## src/rtl/asir_pkg.sv

```systemverilog
// ----------------------------------------------------------------------------
// Audio stream interface register block: package
// Word types, command and address codes, control bit positions.
// ----------------------------------------------------------------------------
package asir_pkg;

    // commands
    localparam logic [1:0] CMD_READ   = 2'd0;
    localparam logic [1:0] CMD_WRITE  = 2'd1;
    localparam logic [1:0] CMD_TICK   = 2'd2;
    localparam logic [1:0] CMD_SAMPLE = 2'd3;

    // register addresses (low 16 bits)
    localparam logic [15:0] ADDR_CONTROL = 16'h6C00;
    localparam logic [15:0] ADDR_VOLUME  = 16'h6C04;
    localparam logic [15:0] ADDR_COUNTER = 16'h6C08;
    localparam logic [15:0] ADDR_TIMING  = 16'h6C0C;

    // control word bit positions
    localparam int CTRL_PLAY     = 0;
    localparam int CTRL_RATE     = 1;
    localparam int CTRL_MASK     = 2;
    localparam int CTRL_STATUS   = 3;
    localparam int CTRL_CMP_EN   = 4;
    localparam int CTRL_CNT_RST  = 5;
    localparam int CTRL_DSP_RATE = 6;

    // configuration register indexes
    localparam logic CFG_RATE_SET   = 1'b0;
    localparam logic CFG_RATE_CLEAR = 1'b1;

    // ticks per sample after reset: 32 kHz and 48 kHz
    localparam logic [15:0] RATE_SET_RESET   = 16'd15187;
    localparam logic [15:0] RATE_CLEAR_RESET = 16'd10125;

    localparam int PHASE_W  = 17;
    localparam int PERIOD_W = 16;

    typedef struct packed {
        logic [1:0]         cmd;
        logic [15:0]        reg_offset;
        logic [31:0]        write_data;
        logic signed [15:0] left_in;
        logic signed [15:0] right_in;
    } t_in_word;

    typedef struct packed {
        logic [31:0]        read_data;
        logic               irq_line;
        logic signed [15:0] left_out;
        logic signed [15:0] right_out;
    } t_out_word;

endpackage

```

## src/rtl/audio_stream_interface_regs.sv

```systemverilog
// ----------------------------------------------------------------------------
// Audio stream interface register block
// Control, volume, sample counter and interrupt timing registers, tick
// driven sample counter with compare interrupt, and stereo volume scaling.
// ----------------------------------------------------------------------------
// Words pass through an input register and a result register, so a word is
// accepted every cycle while the output is not stalled, and with no stall its
// result is valid from the clock edge after it is accepted. One case is slower.
// A tick can find the phase two or more sample periods ahead, which only
// happens after the period was shortened while playing. That tick holds the
// input register while a one-bit-per-cycle divider works out how many periods
// have gone by. The configuration port is always ready.
module audio_stream_interface_regs (
    input  logic                i_clk,
    input  logic                i_rst_n,
    input  logic                i_in_valid,
    output logic                o_in_ready,
    input  asir_pkg::t_in_word  i_in_word,
    output logic                o_out_valid,
    input  logic                i_out_ready,
    output asir_pkg::t_out_word o_out_word,
    input  logic                i_cfg_valid,
    output logic                o_cfg_ready,
    input  logic                i_cfg_index,
    input  logic [15:0]         i_cfg_data
);
    import asir_pkg::*;

    localparam logic [1:0] DIV_IDLE = 2'd0;
    localparam logic [1:0] DIV_RUN  = 2'd1;
    localparam logic [1:0] DIV_DONE = 2'd2;
    localparam int         CNT_W    = $clog2(PHASE_W);
    localparam logic [CNT_W-1:0] DIV_LAST = CNT_W'(PHASE_W - 1);

    // pipeline registers
    logic      r_in_valid;
    t_in_word  r_in;
    logic      r_out_valid;
    t_out_word r_out;

    // block state
    logic                r_play, n_play;
    logic                r_rate, n_rate;
    logic                r_mask, n_mask;
    logic                r_status, n_status;
    logic                r_cmp_en, n_cmp_en;
    logic                r_dsp_rate, n_dsp_rate;
    logic [31:0]         r_volume, n_volume;
    logic [31:0]         r_count, n_count;
    logic [31:0]         r_threshold, n_threshold;
    logic [PHASE_W-1:0]  r_phase, n_phase;
    logic [PERIOD_W-1:0] r_period, n_period;
    logic                r_period_valid, n_period_valid;
    logic [PERIOD_W-1:0] r_cfg_set;
    logic [PERIOD_W-1:0] r_cfg_clear;

    // divider
    logic [1:0]          r_div_state;
    logic [CNT_W-1:0]    r_div_cnt;
    logic [PERIOD_W-1:0] r_div_rem;
    logic [PHASE_W-1:0]  r_div_quo;

    t_out_word           n_out;
    logic                out_free;
    logic                step_go;
    logic                tick_run;
    logic [PERIOD_W-1:0] per_eff;
    logic [PHASE_W-1:0]  per_ext;
    logic [PHASE_W-1:0]  phase_inc;
    logic                over;
    logic [PHASE_W-1:0]  diff;
    logic                need_div;
    logic [PHASE_W-1:0]  adv_n;
    logic [PHASE_W-1:0]  new_phase;
    logic [31:0]         count_adv;
    logic [PHASE_W-1:0]  rem_sh;
    logic                rem_ge;
    logic [PHASE_W-1:0]  rem_sub;
    logic signed [24:0]  prod_l;
    logic signed [24:0]  prod_r;
    logic [31:0]         wd;

    assign o_cfg_ready = 1'b1;
    assign o_out_valid = r_out_valid;
    assign o_out_word  = r_out;

    assign out_free = !r_out_valid || i_out_ready;
    assign wd       = r_in.write_data;

    // tick arithmetic
    assign tick_run  = (r_in.cmd == CMD_TICK) && r_play && r_period_valid;
    assign per_eff   = (r_period == '0) ? PERIOD_W'(1) : r_period;
    assign per_ext   = {1'b0, per_eff};
    assign phase_inc = r_phase + PHASE_W'(1);
    assign over      = phase_inc > per_ext;
    assign diff      = phase_inc - per_ext;
    assign need_div  = tick_run && over && (diff >= per_ext);
    assign adv_n     = need_div ? r_div_quo : PHASE_W'(1);
    assign new_phase = need_div ? {1'b0, r_div_rem} : diff;
    assign count_adv = r_count + {{(32-PHASE_W){1'b0}}, adv_n};

    assign step_go    = r_in_valid && out_free && (!need_div || (r_div_state == DIV_DONE));
    assign o_in_ready = !r_in_valid || step_go;

    // one restoring division step
    assign rem_sh  = {r_div_rem, r_div_quo[PHASE_W-1]};
    assign rem_ge  = rem_sh >= per_ext;
    assign rem_sub = rem_sh - per_ext;

    // volume scaling, floor of product over 256
    assign prod_l = r_in.left_in * $signed({1'b0, r_volume[7:0]});
    assign prod_r = r_in.right_in * $signed({1'b0, r_volume[15:8]});

    always_comb begin
        n_play         = r_play;
        n_rate         = r_rate;
        n_mask         = r_mask;
        n_status       = r_status;
        n_cmp_en       = r_cmp_en;
        n_dsp_rate     = r_dsp_rate;
        n_volume       = r_volume;
        n_count        = r_count;
        n_threshold    = r_threshold;
        n_phase        = r_phase;
        n_period       = r_period;
        n_period_valid = r_period_valid;
        n_out          = '0;
        case (r_in.cmd)
            CMD_READ: begin
                case (r_in.reg_offset)
                    ADDR_CONTROL: begin
                        n_out.read_data[CTRL_PLAY]     = r_play;
                        n_out.read_data[CTRL_RATE]     = r_rate;
                        n_out.read_data[CTRL_MASK]     = r_mask;
                        n_out.read_data[CTRL_STATUS]   = r_status;
                        n_out.read_data[CTRL_CMP_EN]   = r_cmp_en;
                        n_out.read_data[CTRL_DSP_RATE] = r_dsp_rate;
                    end
                    ADDR_VOLUME:  n_out.read_data = r_volume;
                    ADDR_COUNTER: begin
                        n_out.read_data = r_count;
                        // post-increment while playing, no compare
                        if (r_play) begin
                            n_count = r_count + 32'd1;
                        end
                    end
                    ADDR_TIMING:  n_out.read_data = r_threshold;
                    default: ;
                endcase
            end
            CMD_WRITE: begin
                case (r_in.reg_offset)
                    ADDR_CONTROL: begin
                        n_mask         = wd[CTRL_MASK];
                        n_cmp_en       = wd[CTRL_CMP_EN];
                        n_rate         = wd[CTRL_RATE];
                        n_dsp_rate     = wd[CTRL_DSP_RATE];
                        n_period       = wd[CTRL_RATE] ? r_cfg_set : r_cfg_clear;
                        n_period_valid = 1'b1;
                        if (wd[CTRL_PLAY] != r_play) begin
                            n_play  = wd[CTRL_PLAY];
                            n_phase = '0;
                        end
                        if (wd[CTRL_STATUS]) begin
                            n_status = 1'b0;
                        end
                        if (wd[CTRL_CNT_RST]) begin
                            n_count = '0;
                            n_phase = '0;
                        end
                    end
                    ADDR_VOLUME:  n_volume    = wd;
                    ADDR_COUNTER: n_count     = wd;
                    ADDR_TIMING:  n_threshold = wd;
                    default: ;
                endcase
            end
            CMD_TICK: begin
                if (tick_run) begin
                    n_phase = phase_inc;
                    if (over) begin
                        n_phase = new_phase;
                        n_count = count_adv;
                        if (r_cmp_en && (count_adv >= r_threshold)) begin
                            n_status = 1'b1;
                        end
                    end
                end
            end
            CMD_SAMPLE: begin
                if (r_play) begin
                    n_out.left_out  = prod_l[23:8];
                    n_out.right_out = prod_r[23:8];
                end
            end
            default: ;
        endcase
        n_out.irq_line = n_status & n_mask;
    end

    // control and block state
    always_ff @(posedge i_clk) begin
        if (!i_rst_n) begin
            r_in_valid     <= 1'b0;
            r_out_valid    <= 1'b0;
            r_div_state    <= DIV_IDLE;
            r_play         <= 1'b0;
            r_rate         <= 1'b1;
            r_mask         <= 1'b0;
            r_status       <= 1'b0;
            r_cmp_en       <= 1'b0;
            r_dsp_rate     <= 1'b0;
            r_volume       <= '0;
            r_count        <= '0;
            r_threshold    <= '0;
            r_phase        <= '0;
            r_period       <= '0;
            r_period_valid <= 1'b0;
            r_cfg_set      <= RATE_SET_RESET;
            r_cfg_clear    <= RATE_CLEAR_RESET;
        end else begin
            if (o_in_ready) begin
                r_in_valid <= i_in_valid;
            end
            if (step_go) begin
                r_out_valid <= 1'b1;
            end else if (i_out_ready) begin
                r_out_valid <= 1'b0;
            end
            if (step_go) begin
                r_play         <= n_play;
                r_rate         <= n_rate;
                r_mask         <= n_mask;
                r_status       <= n_status;
                r_cmp_en       <= n_cmp_en;
                r_dsp_rate     <= n_dsp_rate;
                r_volume       <= n_volume;
                r_count        <= n_count;
                r_threshold    <= n_threshold;
                r_phase        <= n_phase;
                r_period       <= n_period;
                r_period_valid <= n_period_valid;
            end
            case (r_div_state)
                DIV_IDLE: begin
                    if (r_in_valid && need_div) begin
                        r_div_state <= DIV_RUN;
                    end
                end
                DIV_RUN: begin
                    if (r_div_cnt == '0) begin
                        r_div_state <= DIV_DONE;
                    end
                end
                DIV_DONE: begin
                    if (step_go) begin
                        r_div_state <= DIV_IDLE;
                    end
                end
                default: r_div_state <= DIV_IDLE;
            endcase
            if (i_cfg_valid) begin
                case (i_cfg_index)
                    CFG_RATE_SET:   r_cfg_set   <= i_cfg_data;
                    CFG_RATE_CLEAR: r_cfg_clear <= i_cfg_data;
                    default: ;
                endcase
            end
        end
    end

    // payload and divider datapath
    always_ff @(posedge i_clk) begin
        if (i_in_valid && o_in_ready) begin
            r_in <= i_in_word;
        end
        if (step_go) begin
            r_out <= n_out;
        end
        if (r_div_state == DIV_IDLE) begin
            r_div_quo <= phase_inc;
            r_div_rem <= '0;
            r_div_cnt <= DIV_LAST;
        end else if (r_div_state == DIV_RUN) begin
            r_div_rem <= rem_ge ? rem_sub[PERIOD_W-1:0] : rem_sh[PERIOD_W-1:0];
            r_div_quo <= {r_div_quo[PHASE_W-2:0], rem_ge};
            r_div_cnt <= r_div_cnt - CNT_W'(1);
        end
    end

endmodule

```

## config.mk

```make
export PLATFORM = sky130hd
export DESIGN_NAME = audio_stream_interface_regs
export DESIGN_NICKNAME = d
export VERILOG_FILES = /design/src/rtl/asir_pkg.sv /design/src/rtl/audio_stream_interface_regs.sv
export SDC_FILE = /design/constraint.sdc
export NUM_CORES = 1
export LEC_CHECK = 0
export ABC_AREA = 1
export BUFFER_PORTS_ARGS = -buffer_cell sky130_fd_sc_hd__buf_2
export CAP_MARGIN = 40
export CORE_MARGIN = 5
export CORE_UTILIZATION = 65
export CTS_CLUSTER_DIAMETER = 200
export DETAILED_ROUTE_END_ITERATION = 6
export MAX_ROUTING_LAYER = met4
export PLACE_DENSITY = 0.89
export SLEW_MARGIN = 40
export SYNTH_ARGS = -nofsm -noshare
export SYNTH_HDL_FRONTEND = slang
export SYNTH_SLANG_ARGS = --single-unit
```

## constraint.sdc

```tcl
create_clock -name i_clk -period 22.2 [get_ports i_clk]
set_input_delay 4.44 -clock i_clk [delete_from_list [all_inputs] [get_ports i_clk]]
set_output_delay 4.44 -clock i_clk [all_outputs]
set_load 0.02 [all_outputs]
```

Word-level counts from Yosys, hierarchy flattened --
Cells that the tools add are included.
Operators by class: add/subtract/negate cells 6, multiply operators 2, div/mod/pow operators 0, magnitude comparators 4, equality and inequality tests 21, shift-type cells 0, multiplexer cells 38, bitwise gates (word level) 2, reductions and logical operators 33
Operators by type and width (number):
- 32-bit two-way mux | 5
- 17-bit two-way mux | 9
- 32-bit case mux with 3 select lines | 1
- 25-bit case mux with 3 select lines | 1
- 16-bit by 15-bit == test with 1-bit output, second input constant | 4
- 32-bit case mux with 2 select lines | 1
- 16-bit by 9-bit multiplier with 24-bit output | 2
- 16-bit two-way mux | 3
- 17-bit by 16-bit greater-or-equal comparator with 1-bit output | 2
- 17-bit case mux with 2 select lines | 1
- 32-bit by 1-bit adder with 32-bit output, second input constant | 1
- 32-bit by 17-bit adder with 32-bit output | 1
- 32-bit greater-or-equal comparator | 1
- 5-bit case mux with 4 select lines | 1
- 17-bit by 1-bit adder with 17-bit output, second input constant | 1
- 17-bit by 16-bit greater-than comparator with 1-bit output | 1
- 17-bit by 16-bit subtractor with 17-bit output | 1
- 16-bit logical NOT | 1
- 2-bit != test, second input constant | 8
- 16-bit subtractor | 1
- 3-bit AND reduction | 4
- 1-bit logical AND | 9
- 1-bit two-way mux | 9
- 8-bit AND reduction | 1
- other kinds (22) | 37
Storage, ports and cells: flip-flop bits (word level) 357, bits in latches 0, memory bits (writable) 0, ROM bits 0, bits of input ports 104, output and inout port bits 68, word-level logic and storage cells 135, memories kept 0

Logic depth before layout (Yosys ltp) --
depth in word-level cells 14, mapped depth 59, mapped depth without buffers 58

Worst setup path after synthesis --
Ideal clock, no wire load.
kind in2out, start point in i_out_ready, end point out o_in_ready, data arrival time 5.068 ns, path slack 12.692 ns, stages on the path 4, path buffers 0, cell sequence inv_1 a21oi_1 nand2_4 nand2_1
On the way: longest elaborated chain between the ends 4
RTL lines:
- from (decl) | line audio_stream_interface_regs.sv:20 | input logic i_out_ready,
- 1-bit logical OR | line audio_stream_interface_regs.sv:87 | assign out_free = !r_out_valid || i_out_ready;
- 1-bit logical AND (2 in series) | line audio_stream_interface_regs.sv:102 | assign step_go = r_in_valid && out_free && (!need_div || (r_div_state == DIV_DONE));
- 1-bit logical OR | line audio_stream_interface_regs.sv:103 | assign o_in_ready = !r_in_valid || step_go;
- to (decl) | line audio_stream_interface_regs.sv:17 | output logic o_in_ready,
Every way passes these cells.

Worst setup path in the final report --
Ends and elaborated chain as after synthesis.

==> results by group <==
Outcome
  – Status: finished, final reports clean

Clocking
  – H-tree Lvls: 2
  – Root buffer cell: clkbuf_16
  – Number of buffers created by CTS: 40
  – Hold Buf Count CTS: 0
  – Worst-Skew Late Latency: ~0.58 ns
  – Cts repair resizes: 0
  – # Post-CTS Setup Buffers: 0
  – CTS clk-pin slew, worst paths: roughly 0.060 ns
  – CTS max path bufs: 3
  – Clock Sink Count: 357
  – CTS tree: yes

Worst setup path
  – Worst path required time: 17.76 ns
  – Critical path fanouts, max: 6
  – Cell chain of the critical path: buf_2 -> inv_1 -> a21oi_1 -> nand2_4 -> nand2_1 -> buf_2
  – Largest delay share family, worst path: compound AO/OA/AOI/OAI gates
  – CP Data Arrival Time: 5.32 ns
  – Worst setup EP type: output pin
  – CP Class: input pin to output pin
  – Slowest stage delay, CP: 0.32 ns
  – CP dominant cell by count: buf_2
  – Slowest stage cell, crit path: a21oi_1
  – Worst path bufs/invs: 3
  – Worst setup SP type: input pin

Timing
  – RSZ-0062 raised after global routing: false
  – Fin worst setup slack: 12.44 ns
  – Final min period: 9.76 ns
  – # setup viols final: 0
  – Relative slew slack: 44.9%
  – Fmax: 0.102 GHz
  – Final hold vios: 0
  – Period utilization: between 40% and 50%
  – Layout Skew: 0.0300 ns
  – Slew @ Worst Pin: between 0.8 and 0.9 ns
  – Slew Limit Fails: 0
  – Setup_tns: 0 ns

Final layout
  – Design Area, Final: 31400 µm²
  – FILL cells: roughly 3500
  – Sequential cell area: 8790 µm²
  – Syn-to-layout area delta: 8.44%
  – Share of post-route cells with drive strength above 1: between 7 and 8%
  – NumNets Final: between 4000 and 5000
  – Area taken by multi-input logic gates: 16700 µm²

Route
  – Routed len/inst: 16.6 µm
  – Post-route DRC: 0
  – Vias: 25600
  – Initial DRC Count: 2412
  – Drt total wl: around 76 mm
  – DR vias/cell: 5.57
  – DRT antenna net count: 0
  – Drt pass-1 iters: 6

Yosys
  – Synth warnings: 0
  – Post-Syn Nets: between 4000 and 5000
  – Cell Area, Synth: 29000 µm²
  – Distinct cells, synth: 62
  – Main flop type after synthesis: dfxtp_1
  – EDFF count, synth: 164
  – Post-Synth Simple-Gate Area: between 20% and 30%
  – Yosys reg bits: 357
  – Synth top area cells: edfxtp_1 17%, fa_1 14%, dfxtp_1 13%, nand2_1 13%, inv_1 9.8%
  – Post-Synth Adder-Cell Area: between 20% and 30%
  – Xor/xnor share of the synthesized area: 2.93%
  – Synth area leader: edfxtp_1
  – Compound-cell area share of the yosys netlist: between 10% and 20%
  – Async set-or-reset flop fraction in the synthesized netlist: 0%
  – Top cell type's share of synthesized area: 17.0%
  – Mean Syn Cell Area: 7.44 µm²
  – Cells after Synth: 3898
  – Cell with the most instances after synthesis: nand2_1
  – Register area share after synthesis: 30.3%
  – Most frequent cells after synthesis: 996 x nand2_1, 755 x inv_1, 392 x nor2_1
  – Main combinational cell family by area after synthesis: simple AND/OR/NAND/NOR gates
  – Mux share of post-synthesis cell area: 0.104%

Floorplan
  – Core Region: 44100 µm²
  – Initial Utilization: between 60 and 70%
  – I/O pin count: 172
  – FP Rows: 77
  – Chip Height: between 200 and 250 µm
  – Die Wd: approximately 220 µm
  – Die area: 48900 µm²

Power
  – Part of the power in registers: 47.8%
  – Lkg Pwr: approximately 17 nW
  – Combinational power share: approximately 7.3%
  – Int Pwr: 1.16 mW
  – NetSw: ~380 µW
  – Pwr dens: roughly 50 nW/µm²
  – Switching Fraction: 24.8%
  – Worst vdd ir: approximately 0.067 mV
  – Clock share of power: around 45%

Global routing
  – Vias in the first global route: 24900
  – Largest net degree at the start of global routing: 87
  – Gr usage total: 31.9%
  – Global-route wire length before repair: 126 mm
  – Grt total ovfl: 0
  – Initial antenna violation count: 2

Place
  – GP Congestion: 1.01
  – PortBufs: 170
  – Post-DP HPWL: 56.9 mm
  – Area of placed instances: 30100 µm²
  – DP Worst Slack: 12.44 ns

Job
  – Max-Cap Viols: 0

Hold path
  – HP Class: register to register
[metrics by stage]
step	total power [mW]	hold slack, ns	utilization, %	std cells
2_1_floorplan	0.813	0.424	-	3898
3_3_place_gp	0.853	0.435	68.1	4520
3_5_place_dp	0.856	0.444	68.2	4521
4_1_cts	1.54	0.453	71.2	4593
5_1_grt	1.58	0.482	71.2	4595
6_report	1.54	0.449	71.2	4595
[metal layers]
metal | GRT usage (%) | up-vias | part of all wire [%]
met2 | 50.3 | 1285 | 47
met3 | 6.08 | 212 | 9.4
met5 | - | - | 0
li1 | - | 12300 | -
met4 | 12.2 | 0 | 3.9
met1 | 41.1 | 11900 | 40
[layout by cell type, fill, tap and decap left out, types with 13 or more instances in the layout]
| cell | instances |
|---|---|
| nand2_1 | 995 |
| inv_1 | 751 |
| nor2_1 | 389 |
| a21oi_1 | 219 |
| fa_1 | 201 |
| dfxtp_1 | 193 |
| ha_1 | 190 |
| o21ai_0 | 181 |
| buf_2 | 169 |
| edfxtp_1 | 164 |
| nand3_1 | 118 |
| xor2_1 | 68 |
| clkbuf_16 | 43 |
| o22ai_1 | 30 |
| xnor2_1 | 29 |
| nor3_1 | 27 |
| nand4_1 | 24 |
| o21a_1 | 15 |
| buf_4 | 13 |
[tightest hold or removal path, stage by stage (launching register included)]
cell and delay, ns:
dfxtp_1 0.29, inv_1 0.06, a21oi_1 0.05
[kinds of logic (layout without fill, tap and decap cells)]
kind of cell               Yosys count  in the layout
buffers and inverters              916           1019
adders and majority gates          391            391
and+or+nand+nor                   1608           1608
DFF                                357            357
other                                1              3
xor gates and xnor gates            97             97
AOI/OAI and AO/OA                  525            525
muxes                                3              3
[power by group through the flow]
stage | logic, mW | registers (mW) | clock network, mW
6_report | 0.112 | 0.734 | 0.690
3_3_place_gp | 0.106 | 0.747 | 0
5_1_grt | 0.123 | 0.736 | 0.725
4_1_cts | 0.110 | 0.733 | 0.697
2_1_floorplan | 0.0708 | 0.743 | 0
3_5_place_dp | 0.109 | 0.747 | 0
[cell type report]
type	count	area share [%]
Multi-Input combinational cell	2625	53.2
Sequential cell	357	28.0
Inverter	762	9.10
Clock buffer	60	3.82
Timing Repair Buffer	185	3.11
Tap cell	592	2.36
Clock inverter	12	0.478
Antenna cell	2	0.0159
[state kept, by name, summed over array words and instances, names as in the netlist, 2 cells and up]
signal,cells
o_out_word,65
r_in,50
r_count,32
r_threshold,32
r_volume,32
wd,32
r_div_quo,17
r_phase,17
r_cfg_clear,16
r_cfg_set,16
r_div_rem,16
r_period,16
r_div_cnt,5
r_div_state,2
[worst paths after layout]
kind	startpoint	endpoint	slack, ns	cells past startpoint
min	r_cfg_clear[14]	r_cfg_clear[14]	0.45	2
max	i_out_ready	o_in_ready	12.44	6
max reg2reg	r_phase[0]	o_out_word[32]	13.45	51
min reg2reg	r_cfg_clear[14]	r_cfg_clear[14]	0.45	2
(Power assumes the default switching activity.)
